--- config.mk ---
export PLATFORM = sky130hd
export DESIGN_NAME = ste_out_buf_flat
export DESIGN_NICKNAME = d
export VERILOG_FILES = /design/src/sv/ste_pkg.sv /design/src/sv/ste_if.sv /design/src/sv/ste_out_buf.sv /design/src/flat_wrapper.sv
export SDC_FILE = /design/constraint.sdc
export NUM_CORES = 1
export LEC_CHECK = 0
export ABC_AREA = 1
export BUFFER_PORTS_ARGS = -buffer_cell sky130_fd_sc_hd__buf_2
export CAP_MARGIN = 0
export CORE_MARGIN = 2
export CORE_UTILIZATION = 48
export CTS_BUF_LIST = sky130_fd_sc_hd__clkbuf_8
export CTS_CLUSTER_SIZE = 14
export DETAILED_ROUTE_END_ITERATION = 10
export PLACE_DENSITY_LB_ADDON = 0.08
export RECOVER_POWER = 100
export SETUP_SLACK_MARGIN = 0.4
export SLEW_MARGIN = 30
export SYNTH_ARGS = -nofsm -noshare
export SYNTH_HDL_FRONTEND = slang
export SYNTH_SLANG_ARGS = --single-unit
--- constraint.sdc ---
create_clock -name clk_i -period 1.7 [get_ports clk_i]
set_clock_uncertainty 0.2 [all_clocks]
set_input_delay 0.51 -clock clk_i [delete_from_list [all_inputs] [get_ports clk_i]]
set_output_delay 0.51 -clock clk_i [all_outputs]
set_load 0.005 [all_outputs]
--- src/sv/ste_pkg.sv ---
// Shared types and constants for the symbol token expander.
// No dependencies.
`default_nettype none

package ste_pkg;

  localparam int unsigned TOKEN_STORE_BYTES_DEF = 4096;
  localparam int unsigned MAX_TOKEN_LEN_DEF     = 32;
  localparam int unsigned MAX_NAME_LEN_DEF      = 128;

  localparam int unsigned INDEX_SLOTS = 256;
  localparam int unsigned ADDR_W      = 12;
  localparam int unsigned VALUE_W     = 12;
  localparam int unsigned CHAR_W      = 8;
  localparam int unsigned SLOT_W      = 8;

  typedef enum logic [1:0] {
    MODE_TOKEN  = 2'd0,
    MODE_INDEX  = 2'd1,
    MODE_STREAM = 2'd2,
    MODE_RSVD   = 2'd3
  } ste_mode_e;

  typedef enum logic [1:0] {
    ST_IDLE,
    ST_INDEX,
    ST_WALK,
    ST_TERM
  } ste_state_e;

  typedef struct packed {
    logic [CHAR_W-1:0] char_out;
    logic              end_of_symbol;
    logic              last_of_item;
  } ste_result_t;

endpackage

`default_nettype wire

--- src/sv/ste_if.sv ---
// Valid/ready channel interfaces for input items and result beats.
// Depends on ste_pkg.
`default_nettype none


interface ste_out_if;
  import ste_pkg::*;

  logic              valid;
  logic              ready;
  logic [CHAR_W-1:0] char_out;
  logic              end_of_symbol;
  logic              last_of_item;

  modport source (output valid, output char_out, output end_of_symbol, output last_of_item,
                  input ready);
  modport sink   (input valid, input char_out, input end_of_symbol, input last_of_item,
                  output ready);
endinterface

`default_nettype wire

--- src/sv/ste_out_buf.sv ---
// Two-entry result buffer between the expander core and the output channel.
// Depends on ste_pkg and ste_if.
`default_nettype none

module ste_out_buf (
  input  wire logic                clk_i,
  input  wire logic                rst_ni,
  input  wire logic                push_i,
  input  wire ste_pkg::ste_result_t push_data_i,
  output logic                     push_ready_o,
  ste_out_if.source                out_o
);
  import ste_pkg::*;

  ste_result_t entry_q [2];
  logic        wr_ptr_q, wr_ptr_d;
  logic        rd_ptr_q, rd_ptr_d;
  logic [1:0]  count_q, count_d;
  logic        do_push, do_pop;

  assign push_ready_o = (count_q != 2'd2);
  assign do_push      = push_i && push_ready_o;
  assign do_pop       = out_o.valid && out_o.ready;

  assign out_o.valid         = (count_q != 2'd0);
  assign out_o.char_out      = entry_q[rd_ptr_q].char_out;
  assign out_o.end_of_symbol = entry_q[rd_ptr_q].end_of_symbol;
  assign out_o.last_of_item  = entry_q[rd_ptr_q].last_of_item;

  always_comb begin
    wr_ptr_d = do_push ? ~wr_ptr_q : wr_ptr_q;
    rd_ptr_d = do_pop ? ~rd_ptr_q : rd_ptr_q;
    count_d  = count_q;
    if (do_push && !do_pop) begin
      count_d = count_q + 2'd1;
    end else if (!do_push && do_pop) begin
      count_d = count_q - 2'd1;
    end
  end

  always_ff @(posedge clk_i or negedge rst_ni) begin
    if (!rst_ni) begin
      wr_ptr_q <= 1'b0;
      rd_ptr_q <= 1'b0;
      count_q  <= 2'd0;
    end else begin
      wr_ptr_q <= wr_ptr_d;
      rd_ptr_q <= rd_ptr_d;
      count_q  <= count_d;
    end
  end

  always_ff @(posedge clk_i) begin
    if (do_push) begin
      entry_q[wr_ptr_q] <= push_data_i;
    end
  end

endmodule

`default_nettype wire

--- src/flat_wrapper.sv ---
// flat-port wrapper written by rule: the top's interface ports become plain ports
module ste_out_buf_flat import ste_pkg::*;
  (clk_i, rst_ni, push_i, push_data_i, push_ready_o, out_o_valid, out_o_char_out, out_o_end_of_symbol, out_o_last_of_item, out_o_ready);
  ste_out_if out_o_i ();
  input  wire logic clk_i;
  input  wire logic rst_ni;
  input  wire logic push_i;
  input  wire ste_pkg::ste_result_t push_data_i;
  output logic push_ready_o;
  output wire logic [$bits(out_o_i.valid)-1:0] out_o_valid;
  output wire logic [$bits(out_o_i.char_out)-1:0] out_o_char_out;
  output wire logic [$bits(out_o_i.end_of_symbol)-1:0] out_o_end_of_symbol;
  output wire logic [$bits(out_o_i.last_of_item)-1:0] out_o_last_of_item;
  input wire logic [$bits(out_o_i.ready)-1:0] out_o_ready;
  assign out_o_valid = out_o_i.valid;
  assign out_o_char_out = out_o_i.char_out;
  assign out_o_end_of_symbol = out_o_i.end_of_symbol;
  assign out_o_last_of_item = out_o_i.last_of_item;
  assign out_o_i.ready = out_o_ready;
  ste_out_buf u_core (.clk_i(clk_i), .rst_ni(rst_ni), .push_i(push_i), .push_data_i(push_data_i), .push_ready_o(push_ready_o), .out_o(out_o_i));
endmodule
==> out/qor.csv <==
metric,value,unit
die_h,49.1,microns
clk_latency,0.26,ns
synth_warnings,0,
synth_top_cell_area_share,61.6,%
finalNonFillerCells,152,
hold_depth,1,
clock.fmax,0.554,GHz
grt_max_degree,14,
startpoint_type,register,
die_w,49.1,microns
slew_headroom,84.6,%
hold_path.class,input pin to register,
ff_latch_area,703,sq um
hold_end,u_core.entry_q[1][5],
synth_edf_count,20,
cts_num_sinks,24,
num_rows,16,
cap_violations,0,
cts_buffer_depth,2,
hold-worst-slack,0.232,ns
drc,0,
dieArea,2410,sq um
reg2reg_to,u_core.count_q[1],
worstSetupPathType,register to primary output,
hold_viol_final,0,
reg2reg_from,u_core.count_q[0],
track_usage,17.8,%
gr-total-overflow,0,
setup_viol_count_final,10,
synth.most_common_cell,nand2_1,
slew_violations,0,
antenna_cells,0,
drive_gt1_share,53.6,%
timing.final.crit_share,106,%
nets,141,
grt_pass1_vias,759,
cp-end-kind,primary output,
r2r_slack,0.15,ns
yosysUniqueCellTypes,15,
cts_root_buffer,clkbuf_8,
reg2reg_depth,9,
worst_pin_slew,0.231,ns
synth-seq-area-share,71.9,%
post-place-ws,0.137,ns
postLayoutSetupSlackWorst,-0.104,ns
initial_core_util,50.2,%
status,finished with violations,
tns,-0.944,ns
postSynthCellCount,81,
antenna_found_initial,0,
irDropWorstVdd,0.00121,V
nFillCells,144,
htree_levels,1,
wl,1860,microns
multiInputGateArea,297,sq um
grt_pass1_wl,3180,microns
cts_buffers,3,
cellLeakagePower,0.640,nW
synthTopCellsByArea,"edfxtp_1 (62%), nand2_1 (14%), dfrtp_1 (10%)",
synth_seq_cells,24,
ys.flop_type,edfxtp_1,
wl_per_cell,12.2,microns
power_density,1710,nW/um^2
postSynthAreaPerCell,12.0,sq um
viasPerCell,4.74,
io_pins,26,
vias,721,
yosys-top-cells-count,"nand2_1 (36), edfxtp_1 (20), inv_1 (5)",
required,0.99,ns
core_area,1940,sq um
clk_pin_slew,0.08,ns
gp_congestion,0.769,
min_from,push_data_i[5],
violations,setup timing,
hpwl,1100,microns
drt-initial-drc-count,16,
syn_nets,96,
drt-pass1-iter-count,4,
rsz0062_at_grt,true,
synth_top_area_cell,edfxtp_1,
ant_nets,0,
cts_tree,yes,
placed_cells,135,
port_buffers,25,
period_minus_slack,1.80,ns
synth_area,975,sq um
area_growth,45.7,%
ys_async_sr_fraction,16.7,%
crit_fanout,6,
worstPathArrival,1.09,ns
-- final cells by class --
| type | instances | share of cell area (%) |
|---|---|---|
| Clock buffer | 3 | 2.91 |
| Multi-Input combinational cell | 48 | 20.9 |
| Timing Repair Buffer | 42 | 21.7 |
| Sequential cell | 24 | 49.5 |
| Inverter | 7 | 2.38 |
| Tap cell | 27 | 2.38 |
| Clock inverter | 1 | 0.264 |
-- cell families (layout without fill, tap and decap cells) --
group	count (synthesis)	after routing	share of synthesized area, %
AND/OR/NAND/NOR	45	45	19.9
XOR/XNOR	2	2	2.57
buffers and inverters	9	53	4.36
adder cells (fa/ha/maj)	1	1	1.28
flip-flops	24	24	71.9
-- timing repair --
| action | in CTS | in global routing |
|---|---|---|
| cloned | 2 | 0 |
| pin swaps | 10 | 7 |
| setup buffers | 7 | 3 |
| hold buffers | 1 | 0 |
| endpoints found under the hold margin | 4 | 0 |
| gates resized for setup | 20 | 12 |
| setup endpoints to repair | 34 | 35 |
-- critical path, cell delays in order, from the launching register on --
cell     delay, ns
dfrtp_2       0.46
buf_6         0.15
nand2_1       0.05
nand2_1       0.05
buf_2         0.12
-- layout by cell type, fill, tap and decap left out --
cell type      count
nand2_1           28
inv_6              1
nor2_4             2
dfrtp_1            2
edfxtp_1          20
clkbuf_8           3
inv_2              4
inv_4              1
clkinv_1           1
xnor2_2            1
buf_4              5
ha_4               1
nand2_4            3
buf_6             11
nand4_1            1
nand2_2            9
xor2_2             1
buf_12             1
clkbuf_1           3
nand3_2            1
inv_1              1
buf_2             21
nand3_1            1
dfrtp_2            2
dlygate4sd3_1      1
-- routing by layer --
metal | track usage [%] | vias to the layer above | share of wire (%)
li1 | - | 352 | -
met1 | 21.1 | 342 | 41
met2 | 31.3 | 25 | 53
met3 | 3.07 | 2 | 4.8
met4 | 8.10 | 0 | 1.4
met5 | 0 | - | 0
-- worst max path at each step --
stage,to,depth (start not counted),start
6_report,out_o_last_of_item,4,u_core.rd_ptr_q
5_1_grt,out_o_char_out[6],4,u_core.rd_ptr_q
4_1_cts,out_o_last_of_item,4,u_core.rd_ptr_q
3_5_place_dp,u_core.count_q[1],7,push_i
3_3_place_gp,out_o_last_of_item,4,u_core.rd_ptr_q
2_1_floorplan,u_core.entry_q[1][0],4,u_core.count_q[0]
-- registers in the layout, summed over array words and instances (netlist names) --
signal,flops
u_core.entry_q,20
u_core.count_q,2
u_core.rd_ptr_q,1
u_core.wr_ptr_q,1
-- through the flow --
stage | utilization, % | instance area [sq um] | power, mW
global route | 73.1 | 1420 | 2.60
CTS | 70.6 | 1370 | 2.31
detailed placement | 60.0 | 1160 | 1.68
floorplan | - | 998 | 1.41
global placement | 60.0 | 1160 | 1.66
finish | 73.1 | 1420 | 2.43
-- where the power goes --
part           switching (mW)  internal (mW)
Sequential             0.0924          0.822
Combinational           0.579          0.605
Clock                   0.170          0.161
No activity file was read; power rests on OpenSTA's default activity.
